**config.mk**
```make
export PLATFORM = sky130hd
export DESIGN_NAME = es_descriptor_byte_parser_core_flat
export DESIGN_NICKNAME = d
export VERILOG_FILES = /design/src/esdp_pkg.sv /design/src/esdp_if.sv /design/src/esdp_fsm.sv /design/src/es_descriptor_byte_parser_core.sv /design/src/flat_wrapper.sv
export SDC_FILE = /design/constraint.sdc
export NUM_CORES = 1
export LEC_CHECK = 0
export BUFFER_PORTS_ARGS = -buffer_cell sky130_fd_sc_hd__buf_2
export CORE_ASPECT_RATIO = 1.4
export CORE_MARGIN = 5
export CORE_UTILIZATION = 29
export CTS_CLUSTER_SIZE = 40
export DETAILED_ROUTE_END_ITERATION = 10
export SLEW_MARGIN = 20
export SYNTH_ARGS = -nofsm -noshare
export SYNTH_HDL_FRONTEND = slang
export SYNTH_SLANG_ARGS = --single-unit
```
**constraint.sdc**
```tcl
create_clock -name clk -period 6.73 [get_ports clk]
set_clock_uncertainty 0.05 [all_clocks]
set_input_delay 0 -clock clk [delete_from_list [all_inputs] [get_ports clk]]
set_output_delay 0 -clock clk [all_outputs]
set_load 0.01 [all_outputs]
```
**src/esdp_pkg.sv**
```systemverilog
package esdp_pkg;

  // Field widths
  localparam int unsigned LEN_W = 28;

  // Descriptor tags
  localparam logic [7:0] TAG_ES  = 8'h03;
  localparam logic [7:0] TAG_DEC = 8'h04;
  localparam logic [7:0] TAG_DSI = 8'h05;

  // Variable-length size field: 7 payload bits, bit 7 continues
  localparam logic [7:0] LEN_PAYLOAD_MASK = 8'h7F;
  localparam int unsigned LEN_CONT_BIT    = 7;

  localparam logic [LEN_W-1:0] MIN_ES_LEN  = LEN_W'(20);
  localparam logic [LEN_W-1:0] MIN_DEC_LEN = LEN_W'(15);
  localparam logic [LEN_W-1:0] ES_SKIP     = LEN_W'(3);
  localparam logic [LEN_W-1:0] OTHER_SKIP  = LEN_W'(2);

  // Byte counts of multi-byte fields
  localparam logic [2:0] MAX_LEN_BYTES = 3'd4;
  localparam logic [2:0] FLAG_BYTES    = 3'd3;
  localparam logic [2:0] BUF_BYTES     = 3'd3;
  localparam logic [2:0] RATE_BYTES    = 3'd4;

  typedef enum logic [4:0] {
    PH_IDLE,
    PH_VER,
    PH_FLAGS,
    PH_TAG1,
    PH_LEN1,
    PH_SKIP,
    PH_TAG2,
    PH_LEN2,
    PH_OBJ,
    PH_STREAM,
    PH_BUF,
    PH_MAX,
    PH_AVG,
    PH_TAG3,
    PH_LEN3,
    PH_CFG,
    PH_DONE,
    PH_ERR
  } phase_t;

  typedef enum logic [2:0] {
    ST_CONSUMED = 3'd0,
    ST_CFG      = 3'd1,
    ST_COMPLETE = 3'd2,
    ST_ERROR    = 3'd3,
    ST_IGNORED  = 3'd4
  } status_t;

  typedef struct packed {
    status_t          status;
    logic [7:0]       config_byte;
    logic [7:0]       object_type;
    logic [7:0]       stream_type;
    logic [23:0]      buffer_size;
    logic [31:0]      max_bitrate;
    logic [31:0]      avg_bitrate;
    logic [LEN_W-1:0] config_length;
    logic [7:0]       version;
    logic [23:0]      flags;
  } result_t;

endpackage

```
**src/esdp_if.sv**
```systemverilog
// Byte input channel
interface esdp_in_if;
  logic       valid;
  logic       ready;
  logic [7:0] data_byte;
  logic       start_req;

  modport source (output valid, output data_byte, output start_req, input ready);
  modport sink (input valid, input data_byte, input start_req, output ready);
endinterface

// Result channel
interface esdp_out_if;
  logic        valid;
  logic        ready;
  logic [2:0]  status;
  logic [7:0]  config_byte;
  logic [7:0]  object_type;
  logic [7:0]  stream_type;
  logic [23:0] buffer_size;
  logic [31:0] max_bitrate;
  logic [31:0] avg_bitrate;
  logic [27:0] config_length;
  logic [7:0]  version;
  logic [23:0] flags;

  modport source (
    output valid, output status, output config_byte, output object_type,
    output stream_type, output buffer_size, output max_bitrate, output avg_bitrate,
    output config_length, output version, output flags, input ready
  );
  modport sink (
    input valid, input status, input config_byte, input object_type,
    input stream_type, input buffer_size, input max_bitrate, input avg_bitrate,
    input config_length, input version, input flags, output ready
  );
endinterface

```
**src/esdp_fsm.sv**
```systemverilog
module esdp_fsm
  import esdp_pkg::*;
(
  input  logic       clk,
  input  logic       rst_n,
  input  logic       step_en,
  input  logic [7:0] data_byte,
  input  logic       start_req,
  output result_t    result
);

  phase_t           phase_r, phase_nxt, cur_phase;
  logic [2:0]       byte_count_r, byte_count_nxt, cur_byte_count;
  logic [LEN_W-1:0] length_accum_r, length_accum_nxt, cur_length_accum;
  logic [LEN_W-1:0] remaining_r, remaining_nxt, cur_remaining;
  logic [7:0]       object_r, object_nxt, cur_object;
  logic [7:0]       stream_r, stream_nxt, cur_stream;
  logic [23:0]      bufsize_r, bufsize_nxt, cur_bufsize;
  logic [31:0]      maxrate_r, maxrate_nxt, cur_maxrate;
  logic [31:0]      avgrate_r, avgrate_nxt, cur_avgrate;
  logic [LEN_W-1:0] cfglen_r, cfglen_nxt, cur_cfglen;
  logic [7:0]       version_r, version_nxt, cur_version;
  logic [23:0]      flags_r, flags_nxt, cur_flags;

  logic [LEN_W-1:0] len_shift;
  logic [LEN_W-1:0] rem_dec;
  logic [2:0]       count_inc;
  logic             len_done;
  status_t          status_s;
  logic [7:0]       cfg_byte_s;

  // A start byte clears the parse before it is decoded
  always_comb begin
    if (start_req) begin
      cur_phase        = PH_VER;
      cur_byte_count   = '0;
      cur_length_accum = '0;
      cur_remaining    = '0;
      cur_object       = '0;
      cur_stream       = '0;
      cur_bufsize      = '0;
      cur_maxrate      = '0;
      cur_avgrate      = '0;
      cur_cfglen       = '0;
      cur_version      = '0;
      cur_flags        = '0;
    end else begin
      cur_phase        = phase_r;
      cur_byte_count   = byte_count_r;
      cur_length_accum = length_accum_r;
      cur_remaining    = remaining_r;
      cur_object       = object_r;
      cur_stream       = stream_r;
      cur_bufsize      = bufsize_r;
      cur_maxrate      = maxrate_r;
      cur_avgrate      = avgrate_r;
      cur_cfglen       = cfglen_r;
      cur_version      = version_r;
      cur_flags        = flags_r;
    end
  end

  // Shared helpers: size accumulate, byte counter, skip counter
  assign len_shift = {cur_length_accum[LEN_W-8:0], data_byte[6:0] & LEN_PAYLOAD_MASK[6:0]};
  assign count_inc = cur_byte_count + 3'd1;
  assign len_done  = !data_byte[LEN_CONT_BIT] || (count_inc >= MAX_LEN_BYTES);
  assign rem_dec   = (cur_remaining != '0) ? (cur_remaining - LEN_W'(1)) : '0;

  // Next state and result for one byte
  always_comb begin
    phase_nxt        = cur_phase;
    byte_count_nxt   = cur_byte_count;
    length_accum_nxt = cur_length_accum;
    remaining_nxt    = cur_remaining;
    object_nxt       = cur_object;
    stream_nxt       = cur_stream;
    bufsize_nxt      = cur_bufsize;
    maxrate_nxt      = cur_maxrate;
    avgrate_nxt      = cur_avgrate;
    cfglen_nxt       = cur_cfglen;
    version_nxt      = cur_version;
    flags_nxt        = cur_flags;
    status_s         = ST_CONSUMED;
    cfg_byte_s       = '0;

    unique case (cur_phase)
      PH_VER: begin
        version_nxt    = data_byte;
        byte_count_nxt = '0;
        phase_nxt      = PH_FLAGS;
      end
      PH_FLAGS: begin
        flags_nxt      = {cur_flags[15:0], data_byte};
        byte_count_nxt = count_inc;
        if (count_inc >= FLAG_BYTES) phase_nxt = PH_TAG1;
      end
      PH_TAG1: begin
        if (data_byte == TAG_ES) begin
          phase_nxt        = PH_LEN1;
          byte_count_nxt   = '0;
          length_accum_nxt = '0;
        end else begin
          remaining_nxt = OTHER_SKIP;
          phase_nxt     = PH_SKIP;
        end
      end
      PH_LEN1: begin
        length_accum_nxt = len_shift;
        byte_count_nxt   = count_inc;
        if (len_done) begin
          if (len_shift < MIN_ES_LEN) begin
            status_s  = ST_ERROR;
            phase_nxt = PH_ERR;
          end else begin
            remaining_nxt = ES_SKIP;
            phase_nxt     = PH_SKIP;
          end
        end
      end
      PH_SKIP: begin
        remaining_nxt = rem_dec;
        if (rem_dec == '0) phase_nxt = PH_TAG2;
      end
      PH_TAG2: begin
        if (data_byte != TAG_DEC) begin
          status_s  = ST_ERROR;
          phase_nxt = PH_ERR;
        end else begin
          phase_nxt        = PH_LEN2;
          byte_count_nxt   = '0;
          length_accum_nxt = '0;
        end
      end
      PH_LEN2: begin
        length_accum_nxt = len_shift;
        byte_count_nxt   = count_inc;
        if (len_done) begin
          if (len_shift < MIN_DEC_LEN) begin
            status_s  = ST_ERROR;
            phase_nxt = PH_ERR;
          end else begin
            phase_nxt = PH_OBJ;
          end
        end
      end
      PH_OBJ: begin
        object_nxt = data_byte;
        phase_nxt  = PH_STREAM;
      end
      PH_STREAM: begin
        stream_nxt     = data_byte;
        byte_count_nxt = '0;
        phase_nxt      = PH_BUF;
      end
      PH_BUF: begin
        bufsize_nxt    = {cur_bufsize[15:0], data_byte};
        byte_count_nxt = count_inc;
        if (count_inc >= BUF_BYTES) begin
          phase_nxt      = PH_MAX;
          byte_count_nxt = '0;
        end
      end
      PH_MAX: begin
        maxrate_nxt    = {cur_maxrate[23:0], data_byte};
        byte_count_nxt = count_inc;
        if (count_inc >= RATE_BYTES) begin
          phase_nxt      = PH_AVG;
          byte_count_nxt = '0;
        end
      end
      PH_AVG: begin
        avgrate_nxt    = {cur_avgrate[23:0], data_byte};
        byte_count_nxt = count_inc;
        if (count_inc >= RATE_BYTES) begin
          phase_nxt      = PH_TAG3;
          byte_count_nxt = '0;
        end
      end
      PH_TAG3: begin
        if (data_byte != TAG_DSI) begin
          status_s  = ST_ERROR;
          phase_nxt = PH_ERR;
        end else begin
          phase_nxt        = PH_LEN3;
          byte_count_nxt   = '0;
          length_accum_nxt = '0;
        end
      end
      PH_LEN3: begin
        length_accum_nxt = len_shift;
        byte_count_nxt   = count_inc;
        if (len_done) begin
          cfglen_nxt = len_shift;
          if (len_shift == '0) begin
            status_s  = ST_COMPLETE;
            phase_nxt = PH_DONE;
          end else begin
            remaining_nxt = len_shift;
            phase_nxt     = PH_CFG;
          end
        end
      end
      PH_CFG: begin
        cfg_byte_s    = data_byte;
        status_s      = ST_CFG;
        remaining_nxt = rem_dec;
        if (rem_dec == '0) begin
          status_s  = ST_COMPLETE;
          phase_nxt = PH_DONE;
        end
      end
      default: begin
        // idle, done and error: byte is dropped
        status_s = ST_IGNORED;
      end
    endcase
  end

  // Parse state, advanced once per transfer
  always_ff @(posedge clk) begin
    if (!rst_n) begin
      phase_r        <= PH_IDLE;
      byte_count_r   <= '0;
      length_accum_r <= '0;
      remaining_r    <= '0;
      object_r       <= '0;
      stream_r       <= '0;
      bufsize_r      <= '0;
      maxrate_r      <= '0;
      avgrate_r      <= '0;
      cfglen_r       <= '0;
      version_r      <= '0;
      flags_r        <= '0;
    end else if (step_en) begin
      phase_r        <= phase_nxt;
      byte_count_r   <= byte_count_nxt;
      length_accum_r <= length_accum_nxt;
      remaining_r    <= remaining_nxt;
      object_r       <= object_nxt;
      stream_r       <= stream_nxt;
      bufsize_r      <= bufsize_nxt;
      maxrate_r      <= maxrate_nxt;
      avgrate_r      <= avgrate_nxt;
      cfglen_r       <= cfglen_nxt;
      version_r      <= version_nxt;
      flags_r        <= flags_nxt;
    end
  end

  // Result carries the register contents after this byte
  always_comb begin
    result.status        = status_s;
    result.config_byte   = cfg_byte_s;
    result.object_type   = object_nxt;
    result.stream_type   = stream_nxt;
    result.buffer_size   = bufsize_nxt;
    result.max_bitrate   = maxrate_nxt;
    result.avg_bitrate   = avgrate_nxt;
    result.config_length = cfglen_nxt;
    result.version       = version_nxt;
    result.flags         = flags_nxt;
  end

endmodule

```
**src/es_descriptor_byte_parser_core.sv**
```systemverilog
// Channel  Dir  Payload                                         Transfer
// in_ch    in   data_byte[7:0], start_req                       valid && ready
// out_ch   out  status, config_byte, parsed fields, flags       valid && ready
//
// One byte per cycle sustained while out_ch.ready stays high; each byte is registered in
// the input register, decoded by the parse state machine, and the result lands in an
// output register that holds under stall.
// in_ch.ready stays high while the output register is empty or being drained.
// Reset (rst_n low, synchronous) clears both stages and returns the parser to idle.
module es_descriptor_byte_parser_core
  import esdp_pkg::*;
(
  input logic       clk,
  input logic       rst_n,
  esdp_in_if.sink   in_ch,
  esdp_out_if.source out_ch
);

  logic       s1_valid_r;
  logic [7:0] s1_byte_r;
  logic       s1_start_r;
  logic       s1_advance;
  logic       out_valid_r;
  result_t    out_res_r;
  result_t    step_res;

  // Stage one moves on when the output register is free or draining
  assign s1_advance  = s1_valid_r && (!out_valid_r || out_ch.ready);
  assign in_ch.ready = !s1_valid_r || s1_advance;

  // Input register
  always_ff @(posedge clk) begin
    if (!rst_n) begin
      s1_valid_r <= 1'b0;
    end else if (in_ch.ready) begin
      s1_valid_r <= in_ch.valid;
    end
  end

  always_ff @(posedge clk) begin
    if (in_ch.valid && in_ch.ready) begin
      s1_byte_r  <= in_ch.data_byte;
      s1_start_r <= in_ch.start_req;
    end
  end

  esdp_fsm u_fsm (
    .clk       (clk),
    .rst_n     (rst_n),
    .step_en   (s1_advance),
    .data_byte (s1_byte_r),
    .start_req (s1_start_r),
    .result    (step_res)
  );

  // Output register
  always_ff @(posedge clk) begin
    if (!rst_n) begin
      out_valid_r <= 1'b0;
    end else if (s1_advance) begin
      out_valid_r <= 1'b1;
    end else if (out_ch.ready) begin
      out_valid_r <= 1'b0;
    end
  end

  always_ff @(posedge clk) begin
    if (s1_advance) begin
      out_res_r <= step_res;
    end
  end

  assign out_ch.valid         = out_valid_r;
  assign out_ch.status        = out_res_r.status;
  assign out_ch.config_byte   = out_res_r.config_byte;
  assign out_ch.object_type   = out_res_r.object_type;
  assign out_ch.stream_type   = out_res_r.stream_type;
  assign out_ch.buffer_size   = out_res_r.buffer_size;
  assign out_ch.max_bitrate   = out_res_r.max_bitrate;
  assign out_ch.avg_bitrate   = out_res_r.avg_bitrate;
  assign out_ch.config_length = out_res_r.config_length;
  assign out_ch.version       = out_res_r.version;
  assign out_ch.flags         = out_res_r.flags;

endmodule

```
**src/flat_wrapper.sv**
```systemverilog
// flat-port wrapper written by rule: the top's interface ports become plain ports
module es_descriptor_byte_parser_core_flat import esdp_pkg::*;
  (clk, rst_n, in_ch_valid, in_ch_data_byte, in_ch_start_req, in_ch_ready, out_ch_valid, out_ch_status, out_ch_config_byte, out_ch_object_type, out_ch_stream_type, out_ch_buffer_size, out_ch_max_bitrate, out_ch_avg_bitrate, out_ch_config_length, out_ch_version, out_ch_flags, out_ch_ready);
  esdp_in_if in_ch_i ();
  esdp_out_if out_ch_i ();
  input logic clk;
  input logic rst_n;
  input wire logic [$bits(in_ch_i.valid)-1:0] in_ch_valid;
  input wire logic [$bits(in_ch_i.data_byte)-1:0] in_ch_data_byte;
  input wire logic [$bits(in_ch_i.start_req)-1:0] in_ch_start_req;
  output wire logic [$bits(in_ch_i.ready)-1:0] in_ch_ready;
  output wire logic [$bits(out_ch_i.valid)-1:0] out_ch_valid;
  output wire logic [$bits(out_ch_i.status)-1:0] out_ch_status;
  output wire logic [$bits(out_ch_i.config_byte)-1:0] out_ch_config_byte;
  output wire logic [$bits(out_ch_i.object_type)-1:0] out_ch_object_type;
  output wire logic [$bits(out_ch_i.stream_type)-1:0] out_ch_stream_type;
  output wire logic [$bits(out_ch_i.buffer_size)-1:0] out_ch_buffer_size;
  output wire logic [$bits(out_ch_i.max_bitrate)-1:0] out_ch_max_bitrate;
  output wire logic [$bits(out_ch_i.avg_bitrate)-1:0] out_ch_avg_bitrate;
  output wire logic [$bits(out_ch_i.config_length)-1:0] out_ch_config_length;
  output wire logic [$bits(out_ch_i.version)-1:0] out_ch_version;
  output wire logic [$bits(out_ch_i.flags)-1:0] out_ch_flags;
  input wire logic [$bits(out_ch_i.ready)-1:0] out_ch_ready;
  assign in_ch_i.valid = in_ch_valid;
  assign in_ch_i.data_byte = in_ch_data_byte;
  assign in_ch_i.start_req = in_ch_start_req;
  assign in_ch_ready = in_ch_i.ready;
  assign out_ch_valid = out_ch_i.valid;
  assign out_ch_status = out_ch_i.status;
  assign out_ch_config_byte = out_ch_i.config_byte;
  assign out_ch_object_type = out_ch_i.object_type;
  assign out_ch_stream_type = out_ch_i.stream_type;
  assign out_ch_buffer_size = out_ch_i.buffer_size;
  assign out_ch_max_bitrate = out_ch_i.max_bitrate;
  assign out_ch_avg_bitrate = out_ch_i.avg_bitrate;
  assign out_ch_config_length = out_ch_i.config_length;
  assign out_ch_version = out_ch_i.version;
  assign out_ch_flags = out_ch_i.flags;
  assign out_ch_i.ready = out_ch_ready;
  es_descriptor_byte_parser_core u_core (.clk(clk), .rst_n(rst_n), .in_ch(in_ch_i), .out_ch(out_ch_i));
endmodule
```
==> run summary, run 1 <==
• # H-tree levels: 2
• critical hold path startpoint: in_ch_data_byte[7]
• post-route core utilization: 34.4%
• overall power consumption: 5450 uW
• Storage cell area: 0.00999 sq mm
• cell class contributing the biggest share of worst-path delay: simple AND/OR/NAND/NOR gates
• total grt overflow: 0
• maximum clock rate: 246 MHz
• sw frac: 23.9%
• Root Buffer Master: sky130_fd_sc_hd__clkbuf_16
• number of pins exceeding their max-slew limit in the final report: 0
• insertion delay to the later sink of the worst-skew pair: 0.57 ns
• class of the most critical hold timing path: input pin to flop
• Worst R2R End: u_core.out_ch.status[0]$_DFFE_PP_
• Slew @ Worst Pin: 1.12 ns
• global-route track usage on met2: 27.8%
• Synth Area in Compound Gates: 16.1%
• number of buffer cells added on primary ports: 189
• max-cap violation count: 0
• post-CTS repair timing setup buffer count: 0
• FF-to-FF setup slack: 2.66 ns
• delay of the slowest cell on the worst path: 0.64 ns
• period utilization: 60.5%
• 1st-pass router iterations: 6
• share of synthesized area spent on multiplexers: 1.19%
• Final Cell Area: 0.0209 sq mm
• wire length of the first global-routing pass: 84400 microns
• Critical Path Source Type: flop
• adder-cell share of the synthesized area: 0.211%
• share of async-settable or async-resettable flops after synthesis: 0%
• fill cell count: 6211
• cells traversed along the worst timing path: buf_12 > nor2b_1 > inv_1 > ha_1 > nor3b_1 > nand4_1 > mux2i_1 > nand4_1 > nor4_1 > nand4_1 > a31oi_1 > nand2_1
• post-detailed-route DRC marker count: 0
• total global-route track usage: 16.1%
• number of inserted diodes: 0
• slowest library cell on the worst path: sky130_fd_sc_hd__ha_1
• number of hold violations in the final report: 0
• type of the worst setup path: flop to flop
• sequential element share of the synthesized area: 56.2%
• power share of the combinational group: 6.8%
• commonest cells after routing, fill and taps aside: 594 x sky130_fd_sc_hd__nand2_1, 264 x sky130_fd_sc_hd__a21oi_1, 223 x sky130_fd_sc_hd__dfxtp_1
• peak ir drop on the vdd network: 0.166 mV
• clock transition at the registers of the reported paths: 0.06 ns
• data required time at the worst endpoint: 6.96 ns
• half-perimeter wire length after detailed placement: 35800 microns
• Leak Pwr: 0.00714 uW
• critical path arrival: 4.30 ns
• syn nets: 2001
• dominant synthesized flop cell: sky130_fd_sc_hd__dfxtp_1
• Final #Nets: 2111
• main combinational cell family by area after synthesis: simple AND/OR/NAND/NOR gates
• count of different cell masters after synthesis: 81
• area of the core region: 0.0608 sq mm
• DR vias/cell: 5.11
• via count of the first global-routing pass: 14.3k
• Critical path buffers and inverters: 2
• floorplan row count: 107
• instance count along the most critical hold path: 2
• Post-Synth Simple-Gate Area: 21.8%
• synthesized area: 0.0178 sq mm
• Final min period: 4.07 ns
• number of clock buffers inserted by TritonCTS: 40
• area taken by multi-input logic gates: 0.00715 sq mm
• cell total after placement: 2857
• P per Cell Area: 261 mW/mm^2
• startpoint of the worst-slack reg-to-reg timing path: u_core.s1_start_r$_DFFE_PP_
• Post-Synthesis Cells: 1985
• count of cells resized by post-cts repair: 0
• number of sinks driven by the clock tree: 407
• Crit Path Max Fanout: 147
• met3 layer usage reported by global route: 2.66%
• cell with the most instances on the worst path: sky130_fd_sc_hd__nand4_1
• violation count after the first detailed-routing iteration: 1452
• initial core utilization: 29.2%
• final cell count without fillers: 2943
• Finish-stage setup viols: 0
• Die Outline Area: 0.0664 sq mm
• average routed wire per standard cell: 19.1 microns
• XOR/XNOR Fraction of Synth Area: 0.690%
• global routing usage on met1: 19.5%
• total number of vias: 15.0k
• pin count of the biggest net entering global routing: 148
• area of placed instances: 0.0193 sq mm
• fraction of final layout cells with drive strength greater than 1: 15.4%
• detailed-route wire length: 56200 microns
• number of antenna violations at the first check in global routing: 1
• number of ports placed on the die boundary: 190
• Worst Hold Endpoint: u_core.s1_byte_r[7]$_DFFE_PP_
• RSZ-0062 raised after global routing: no
• most common cell after layout, fill and taps aside: sky130_fd_sc_hd__nand2_1
• most congested layer reported by global routing: met2
• cell depth of the worst flop-to-flop path: 12
• antenna-violating nets left: 0
• number of enable-type register cells in the synthesized netlist: 184
• status: finished clean
• share of power burned in the clock network: 44.2%
• total negative slack: 0 ns
• Post-Syn Area per Cell: 8.95 sq um
• critical path capture point type: flop
• sequential share of power: 49.1%
• Die H: 303 microns
• power spent charging and discharging nets: 1300 uW
• count of warnings emitted by yosys: 0
• cell-internal power: 4150 uW
• Max-Slew Margin vs Limit: 25.2%
• Horiz. Die Dim: 219 microns
• largest buffer count on any clock path: 3
• synthesis-to-layout area growth: 17.5%
• CTS tree: built
• final estimated routing congestion in global placement: 0.894
• CTS Hold Bufs: 13
• number of synthesized register bits: 407
[power groups by stage]
stage               Clock [uW]  Combinational [uW]  Sequential, uW
finish                    2410                 369            2670
detailed placement           0                 365            2730
global placement             0                 362            2730
global route              2570                 399            2680
CTS                       2490                 372            2670
floorplan                    0                 208            2750
[logic make-up (layout without fill, tap and decap cells)]
| family | Yosys count | in the layout |
|---|---|---|
| adders and majority gates | 3 | 3 |
| xor gates and xnor gates | 14 | 14 |
| and+or+nand+nor | 894 | 894 |
| buffers and inverters | 168 | 309 |
| AOI/OAI and AO/OA | 478 | 478 |
| muxes | 21 | 21 |
| DFF | 407 | 407 |
[worst max path at each step]
stage	slack (ns)	start	to	cells past startpoint
detailed placement	2.73	u_core.s1_start_r$_DFFE_PP_	u_core.out_ch.status[0]$_DFFE_PP_	12
CTS	2.71	u_core.s1_start_r$_DFFE_PP_	u_core.out_ch.status[0]$_DFFE_PP_	12
floorplan	0.15	u_core.out_ch.valid$_SDFFE_PN0P_	u_core.out_ch.avg_bitrate[0]$_DFFE_PP_	5
global route	2.35	u_core.s1_start_r$_DFFE_PP_	u_core.out_ch.status[0]$_DFFE_PP_	12
finish	2.66	u_core.s1_start_r$_DFFE_PP_	u_core.out_ch.status[0]$_DFFE_PP_	12
global placement	2.81	u_core.s1_start_r$_DFFE_PP_	u_core.out_ch.status[0]$_DFFE_PP_	12
[final cells by class]
type,instances,share of cell area [%]
sequential,407,47.8
multi-input combinational,1410,34.2
timing repair buffer,225,6.04
clock buffer,53,5.67
tap,817,4.90
clock inverter,20,1.07
inverter,11,0.258
[synthesized netlist by cell type, types with 7 or more instances]
library cell	instances	area [sq um]
sky130_fd_sc_hd__a21o_1	10	75.1
sky130_fd_sc_hd__nor3_1	39	195
sky130_fd_sc_hd__nor2_1	121	454
sky130_fd_sc_hd__nand2b_1	8	50.1
sky130_fd_sc_hd__buf_2	16	80.1
sky130_fd_sc_hd__xnor2_1	10	87.6
sky130_fd_sc_hd__edfxtp_1	184	5530
sky130_fd_sc_hd__and3_1	16	100
sky130_fd_sc_hd__a21boi_0	10	75.1
sky130_fd_sc_hd__o21ai_0	74	370
sky130_fd_sc_hd__a21oi_1	265	1330
sky130_fd_sc_hd__o2bb2ai_1	15	131
sky130_fd_sc_hd__mux2i_1	20	200
sky130_fd_sc_hd__buf_1	15	56.3
sky130_fd_sc_hd__nand2_1	594	2230
sky130_fd_sc_hd__a22oi_1	24	180
sky130_fd_sc_hd__dfxtp_1	223	4460
sky130_fd_sc_hd__nand3_1	21	105
sky130_fd_sc_hd__a31o_2	18	158
sky130_fd_sc_hd__inv_1	10	37.5
sky130_fd_sc_hd__and2_1	16	100
sky130_fd_sc_hd__a22o_1	7	61.3
sky130_fd_sc_hd__nor4_1	20	125
sky130_fd_sc_hd__clkbuf_1	121	454
sky130_fd_sc_hd__nand4_1	15	93.8
sky130_fd_sc_hd__nor2b_1	10	62.6
[per-layer routing]
layer,up-vias,part of all wire [%]
met5,-,0
met4,0,5.3
met3,150,6.0
met2,574,49
met1,7203,39
li1,7110,-
[sequential cells by signal (all words and copies together) (netlist names), 21 cells and up]
signal and cells:
u_core.u_fsm.avgrate_r 32, u_core.out_ch.max_bitrate 32, u_core.out_ch.flags 24, u_core.u_fsm.length_accum_r 21
u_core.out_ch.buffer_size 24, u_core.u_fsm.maxrate_r 32, u_core.out_ch.config_length 28, u_core.u_fsm.cfglen_r 28
u_core.u_fsm.flags_r 24, u_core.u_fsm.bufsize_r 24, u_core.u_fsm.remaining_r 28, u_core.out_ch.avg_bitrate 32
[stage by stage]
step,setup slack (ns),hold slack [ns]
2_1_floorplan,0.149,0.0489
3_3_place_gp,2.81,0.136
3_5_place_dp,2.73,0.134
4_1_cts,2.71,0.0993
5_1_grt,2.35,0.103
6_report,2.66,0.129
No activity file was read; power rests on OpenSTA's default activity.
==> run 2, diff against run 1 <==
Clock period 6.73 ns to 4 ns, I/O delays scaled along.
==> run 2 against run 1 <==
Die area unchanged. Clock-buffer cell count down 4. Sequential share of layout area down 0.63 points. Global-route usage up 0.38 points. Routed wire length up 2.0%. Worst hold slack worse by 0.028 ns. Maximum frequency up 16%. Sequential cell count unchanged. Final area up 1.3%. Critical endpoint is now u_core.u_fsm.remaining_r[22]$_SDFFE_PN0P_. Largest power group unchanged. Combinational power up 75%.
==> run summary, run 2 (same netlist as run 1, synthesis figures left out) <==
• Slew @ Worst Pin: 0.997 ns, -0.125 ns
• Die Outline Area: 0.0664 sq mm, unchanged
• final estimated routing congestion in global placement: 0.921, +3.0%
• number of hold violations in the final report: 0, unchanged
• peak ir drop on the vdd network: 0.279 mV, +67%
• half-perimeter wire length after detailed placement: 38500 microns, +7.7%
• pin count of the biggest net entering global routing: 181, +22%
• largest buffer count on any clock path: 3, unchanged
• detailed-route wire length: 57300 microns, +2.0%
• number of sinks driven by the clock tree: 407, unchanged
• area of placed instances: 0.0196 sq mm, +1.1%
• overall power consumption: 9250 uW, +70%
• number of antenna violations at the first check in global routing: 1, unchanged
• cells traversed along the worst timing path: inv_2 > nand2_1 > inv_1 > ha_1 > xnor2_1 > nor2_1 > o21ai_0 > nand3_1 > a21oi_1 > nor2_1 > buf_4 > o2bb2ai_1
• cell class contributing the biggest share of worst-path delay: simple AND/OR/NAND/NOR gates
• fraction of final layout cells with drive strength greater than 1: 16.6%, +1.2 points
• initial core utilization: 29.2%, unchanged
• maximum clock rate: 286 MHz, +16%
• Final Cell Area: 0.0212 sq mm, +1.3%
• type of the worst setup path: flop to flop
• violation count after the first detailed-routing iteration: 1248, -14%
• RSZ-0062 raised after global routing: no
• cell with the most instances on the worst path: sky130_fd_sc_hd__nor2_1
• number of clock buffers inserted by TritonCTS: 41, +2.5%
• antenna-violating nets left: 0, unchanged
• post-detailed-route DRC marker count: 0, unchanged
• wire length of the first global-routing pass: 85800 microns, +1.7%
• status: finished clean
• number of buffer cells added on primary ports: 189, unchanged
• Final #Nets: 2142, +1.5%
• via count of the first global-routing pass: 14.5k, +1.5%
• # H-tree levels: 2, unchanged
• post-route core utilization: 34.8%, +0.46 points
• total global-route track usage: 16.5%, +0.38 points
• P per Cell Area: 437 mW/mm^2, +67%
• number of ports placed on the die boundary: 190, unchanged
• worst hold margin: 0.101 ns, -0.0278 ns
• synthesis-to-layout area growth: 19.1%
• average routed wire per standard cell: 19.2 microns, +0.85%
• CTS tree: built
• Critical path buffers and inverters: 3, +1
• Die H: 303 microns, unchanged
• Leak Pwr: 0.00729 uW, +2.0%
• Final min period: 3.50 ns, -0.574 ns
• Horiz. Die Dim: 219 microns, unchanged
• Crit Path Max Fanout: 13, -91%
• class of the most critical hold timing path: input pin to flop
• DR vias/cell: 5.09, -0.30%
• 1st-pass router iterations: 5, -1
• most common cell after layout, fill and taps aside: sky130_fd_sc_hd__nand2_1
• critical path capture point type: flop
• delay of the slowest cell on the worst path: 0.76 ns, +0.12 ns
• commonest cells after routing, fill and taps aside: 594 x sky130_fd_sc_hd__nand2_1, 264 x sky130_fd_sc_hd__a21oi_1, 223 x sky130_fd_sc_hd__dfxtp_1
• area of the core region: 0.0608 sq mm, unchanged
• Root Buffer Master: sky130_fd_sc_hd__clkbuf_16
• data required time at the worst endpoint: 4.43 ns, -2.53 ns
• number of pins exceeding their max-slew limit in the final report: 0, unchanged
• floorplan row count: 107, unchanged
• total number of vias: 15.2k, +0.88%
• Max-Slew Margin vs Limit: 33.3%, +8.1 points
• slowest library cell on the worst path: sky130_fd_sc_hd__nor2_1
• max-cap violation count: 0, unchanged
• total grt overflow: 0, unchanged
• Finish-stage setup viols: 0, unchanged
• clock transition at the registers of the reported paths: 0.07 ns, about the same
• period utilization: 87.4%, +27 points
• critical path arrival: 3.92 ns, -0.38 ns
• insertion delay to the later sink of the worst-skew pair: 0.58 ns, about the same
• Critical Path Source Type: flop
• total negative slack: 0 ns, unchanged
run 2: cell count changes in the layout (fill, tap and decap cells not counted), moves of 2 or more:
cell,previous run,this run
sky130_fd_sc_hd__clkbuf_16,44,42
sky130_fd_sc_hd__clkinv_4,0,6
sky130_fd_sc_hd__nor2_1,118,120
sky130_fd_sc_hd__clkinvlp_4,1,5
sky130_fd_sc_hd__diode_2,0,2
sky130_fd_sc_hd__clkbuf_8,5,2
sky130_fd_sc_hd__buf_4,22,50
sky130_fd_sc_hd__clkinv_1,2,0
sky130_fd_sc_hd__clkinv_2,9,6
sky130_fd_sc_hd__nor2_4,2,0
run 2: power breakdown:
| part | internal [uW] | switching, uW |
|---|---|---|
| sequential | 4440 | 57.9 |
| combinational | 189 | 455 |
| clock | 2330 | 1770 |
| total | 6960 | 2280 |
run 2: metal layers:
layer  up-vias  part of all wire (%)  track usage, %
li1       7165                     -               -
met1      7295                    39            19.3
met2       546                    50            29.3
met3       164                   5.6            2.51
met4         0                   5.4            8.29
met5         -                     0               0
run 2: timing repair:
item / 4_1_cts / 5_1_grt
hold buffers: 13 / 0
resized for setup: 0 / 0
setup buffers: 0 / 0
hold endpoints to repair: 18 / 0
setup endpoints to repair: 0 / 0
run 2: worst paths after layout:
path / from / cells after the start / slack (ns) / endpoint
worst max register to register: u_core.s1_start_r$_DFFE_PP_ / 12 / 0.50 / u_core.u_fsm.remaining_r[22]$_SDFFE_PN0P_
worst min-delay path: in_ch_data_byte[3] / 2 / 0.10 / u_core.s1_byte_r[3]$_DFFE_PP_
worst min register to register: u_core.u_fsm.version_r[5]$_SDFFE_PN0P_ / 2 / 0.40 / u_core.u_fsm.version_r[5]$_SDFFE_PN0P_
worst max-delay path: u_core.s1_start_r$_DFFE_PP_ / 12 / 0.50 / u_core.u_fsm.remaining_r[22]$_SDFFE_PN0P_
run 2: area by class of cell:
type | count | area, sq um
repair buffers | 255 | 1520
flip-flops and latches | 407 | 9990
clock inverters | 27 | 343
inverters | 11 | 53.8
fillers | 6230 | 39600
diodes | 2 | 5.00
well taps | 817 | 1020
clock buffers | 49 | 1100
multi-input cells | 1410 | 7130
run 2: metrics by stage:
stage	worst slack [ns]	instances
finish	0.505	2978
global route	0.319	2977
CTS	0.526	2975
detailed placement	0.555	2886
global placement	0.648	2886
floorplan	0.149	1985
==> run 3, diff against run 2 <==
Settings changed: RECOVER_POWER set to 50.
==> run 3 against run 2 <==
The run now ends with capacitance limit, slew limit left. Routed wire length barely moved. Worst hold slack improved by 0.0017 ns. Die area unchanged. Clock-buffer cell count unchanged. Clock power about the same. First-iteration DRC count down 0.48%. Critical path depth stayed put. Sequential power is essentially flat. Total power shrank 0.26%. Critical path type unchanged. Critical endpoint is now u_core.u_fsm.remaining_r[19]$_SDFFE_PN0P_.
==> run summary, run 3 (same netlist as run 1, synthesis figures left out) <==
• worst hold margin: 0.103 ns, +0.00170 ns
• Slew @ Worst Pin: 2.01 ns, +1.02 ns
• CTS Hold Bufs: 13, unchanged
• initial core utilization: 29.2%, unchanged
• RSZ-0062 raised after global routing: no
• area of the core region: 0.0608 sq mm, unchanged
• via count of the first global-routing pass: 14.5k, unchanged
• CTS tree: built
• fraction of final layout cells with drive strength greater than 1: 7.87%, -8.8 points
• number of pins exceeding their max-slew limit in the final report: 181, +181
• Die Outline Area: 0.0664 sq mm, unchanged
• Horiz. Die Dim: 219 microns, unchanged
• critical path capture point type: flop
• Critical Path Source Type: flop
• DR vias/cell: 5.09, -0.15%
• FF-to-FF setup slack: 0.49 ns, about the same
• commonest cells after routing, fill and taps aside: 594 x sky130_fd_sc_hd__nand2_1, 264 x sky130_fd_sc_hd__a21oi_1, 223 x sky130_fd_sc_hd__dfxtp_1
• 1st-pass router iterations: 5, unchanged
• most common cell after layout, fill and taps aside: sky130_fd_sc_hd__nand2_1
• average routed wire per standard cell: 19.2 microns, about the same
• total negative slack: 0 ns, unchanged
• number of ports placed on the die boundary: 190, unchanged
• clock transition at the registers of the reported paths: 0.07 ns, about the same
• Die H: 303 microns, unchanged
• Root Buffer Master: sky130_fd_sc_hd__clkbuf_16
• number of buffer cells added on primary ports: 189, unchanged
• pin count of the biggest net entering global routing: 181, unchanged
• data required time at the worst endpoint: 4.46 ns, +0.03 ns
• violation count after the first detailed-routing iteration: 1242, -0.48%
• half-perimeter wire length after detailed placement: 38500 microns, unchanged
• fill cell count: 6312, +1.3%
• largest buffer count on any clock path: 3, unchanged
• max-cap violation count: 1, +1
• antenna-violating nets left: 0, unchanged
• number of antenna violations at the first check in global routing: 1, unchanged
• wire length of the first global-routing pass: 85800 microns, unchanged
• total number of vias: 15.1k, -0.15%
• post-CTS repair timing setup buffer count: 0, unchanged
• Leak Pwr: 0.00675 uW, -7.4%
• number of sinks driven by the clock tree: 407, unchanged
• peak ir drop on the vdd network: 0.275 mV, -1.3%
• maximum clock rate: 285 MHz, -0.37%
• Finish-stage setup viols: 0, unchanged
• Final #Nets: 2142, unchanged
• critical path arrival: 3.97 ns, +0.05 ns
• detailed-route wire length: 57300 microns, about the same
• class of the most critical hold timing path: input pin to flop
• Storage cell area: 0.00999 sq mm, unchanged
• final estimated routing congestion in global placement: 0.921, unchanged
• status: finished with violations
• area taken by multi-input logic gates: 0.00711 sq mm, -0.19%
• number of hold violations in the final report: 0, unchanged
• count of cells resized by post-cts repair: 0, unchanged
• P per Cell Area: 441 mW/mm^2, +1.0%
• total global-route track usage: 16.5%, unchanged
• insertion delay to the later sink of the worst-skew pair: 0.58 ns, about the same
• type of the worst setup path: flop to flop
• Max-Slew Margin vs Limit: -34.2%, -67 points
• violated checks: capacitance limit, slew limit
• floorplan row count: 107, unchanged
• # H-tree levels: 2, unchanged
• total grt overflow: 0, unchanged
• Crit Path Max Fanout: 13, unchanged
• number of clock buffers inserted by TritonCTS: 41, unchanged
• period utilization: 87.7%, +0.33 points
• post-detailed-route DRC marker count: 0, unchanged
• Final min period: 3.51 ns, +0.0131 ns
• synthesis-to-layout area growth: 17.6%
==> run 3: per-stage QoR <==
stage	cells	area [sq um]	setup WS (ns)	total power (uW)	util, %
final	2978	20900	0.492	9220	34.4
after global routing	2977	20900	0.207	9560	34.4
after CTS	2975	21100	0.526	9380	34.8
after detailed placement	2886	19600	0.555	5230	32.2
after global placement	2886	19600	0.648	5220	32.2
after floorplan	1985	17800	0.149	4960	-
==> run 3: per-layer routing <==
layer / GRT usage (%) / part of all wire, % / vias to the layer above
met5: 0 / 0 / -
met4: 8.29 / 5.0 / 0
met3: 2.51 / 5.4 / 153
met2: 29.3 / 51 / 551
met1: 19.3 / 39 / 7274
li1: - / - / 7169
==> run 3: final timing paths <==
kind | start | to | cells after the start
max | u_core.s1_start_r$_DFFE_PP_ | u_core.u_fsm.remaining_r[19]$_SDFFE_PN0P_ | 12
min | in_ch_data_byte[3] | u_core.s1_byte_r[3]$_DFFE_PP_ | 2
max reg2reg | u_core.s1_start_r$_DFFE_PP_ | u_core.u_fsm.remaining_r[19]$_SDFFE_PN0P_ | 12
min reg2reg | u_core.u_fsm.cfglen_r[19]$_SDFFE_PN0P_ | u_core.u_fsm.cfglen_r[19]$_SDFFE_PN0P_ | 2
==> run 3: area by class of cell <==
cell class	instances	area share (%)
flip-flops and latches	407	47.8
multi-input cells	1410	34.1
repair buffers	255	6.07
clock buffers	49	5.25
well taps	817	4.89
clock inverters	27	1.64
inverters	11	0.258
diodes	2	0.0240
==> run 3: power breakdown <==
group          switching [uW]  internal (uW)  total (uW)  leakage, uW
combinational             453            167         620      0.00250
sequential               59.4           4450        4500      0.00356
clock                    1770           2330        4100     0.000689
total                    2280           6940        9220      0.00675
==> run 3: critical path: stages (launching register included) <==
cell and delay, ns:
sky130_fd_sc_hd__edfxtp_1 0.43, sky130_fd_sc_hd__inv_2 0.26, sky130_fd_sc_hd__nand2_1 0.12, sky130_fd_sc_hd__inv_1 0.08
sky130_fd_sc_hd__ha_1 0.19, sky130_fd_sc_hd__xnor2_1 0.18, sky130_fd_sc_hd__nor2_1 0.39, sky130_fd_sc_hd__o21ai_0 0.20
sky130_fd_sc_hd__nand3_1 0.16, sky130_fd_sc_hd__a21oi_1 0.10, sky130_fd_sc_hd__nor2_1 0.77, sky130_fd_sc_hd__buf_4 0.35
sky130_fd_sc_hd__a22o_1 0.16
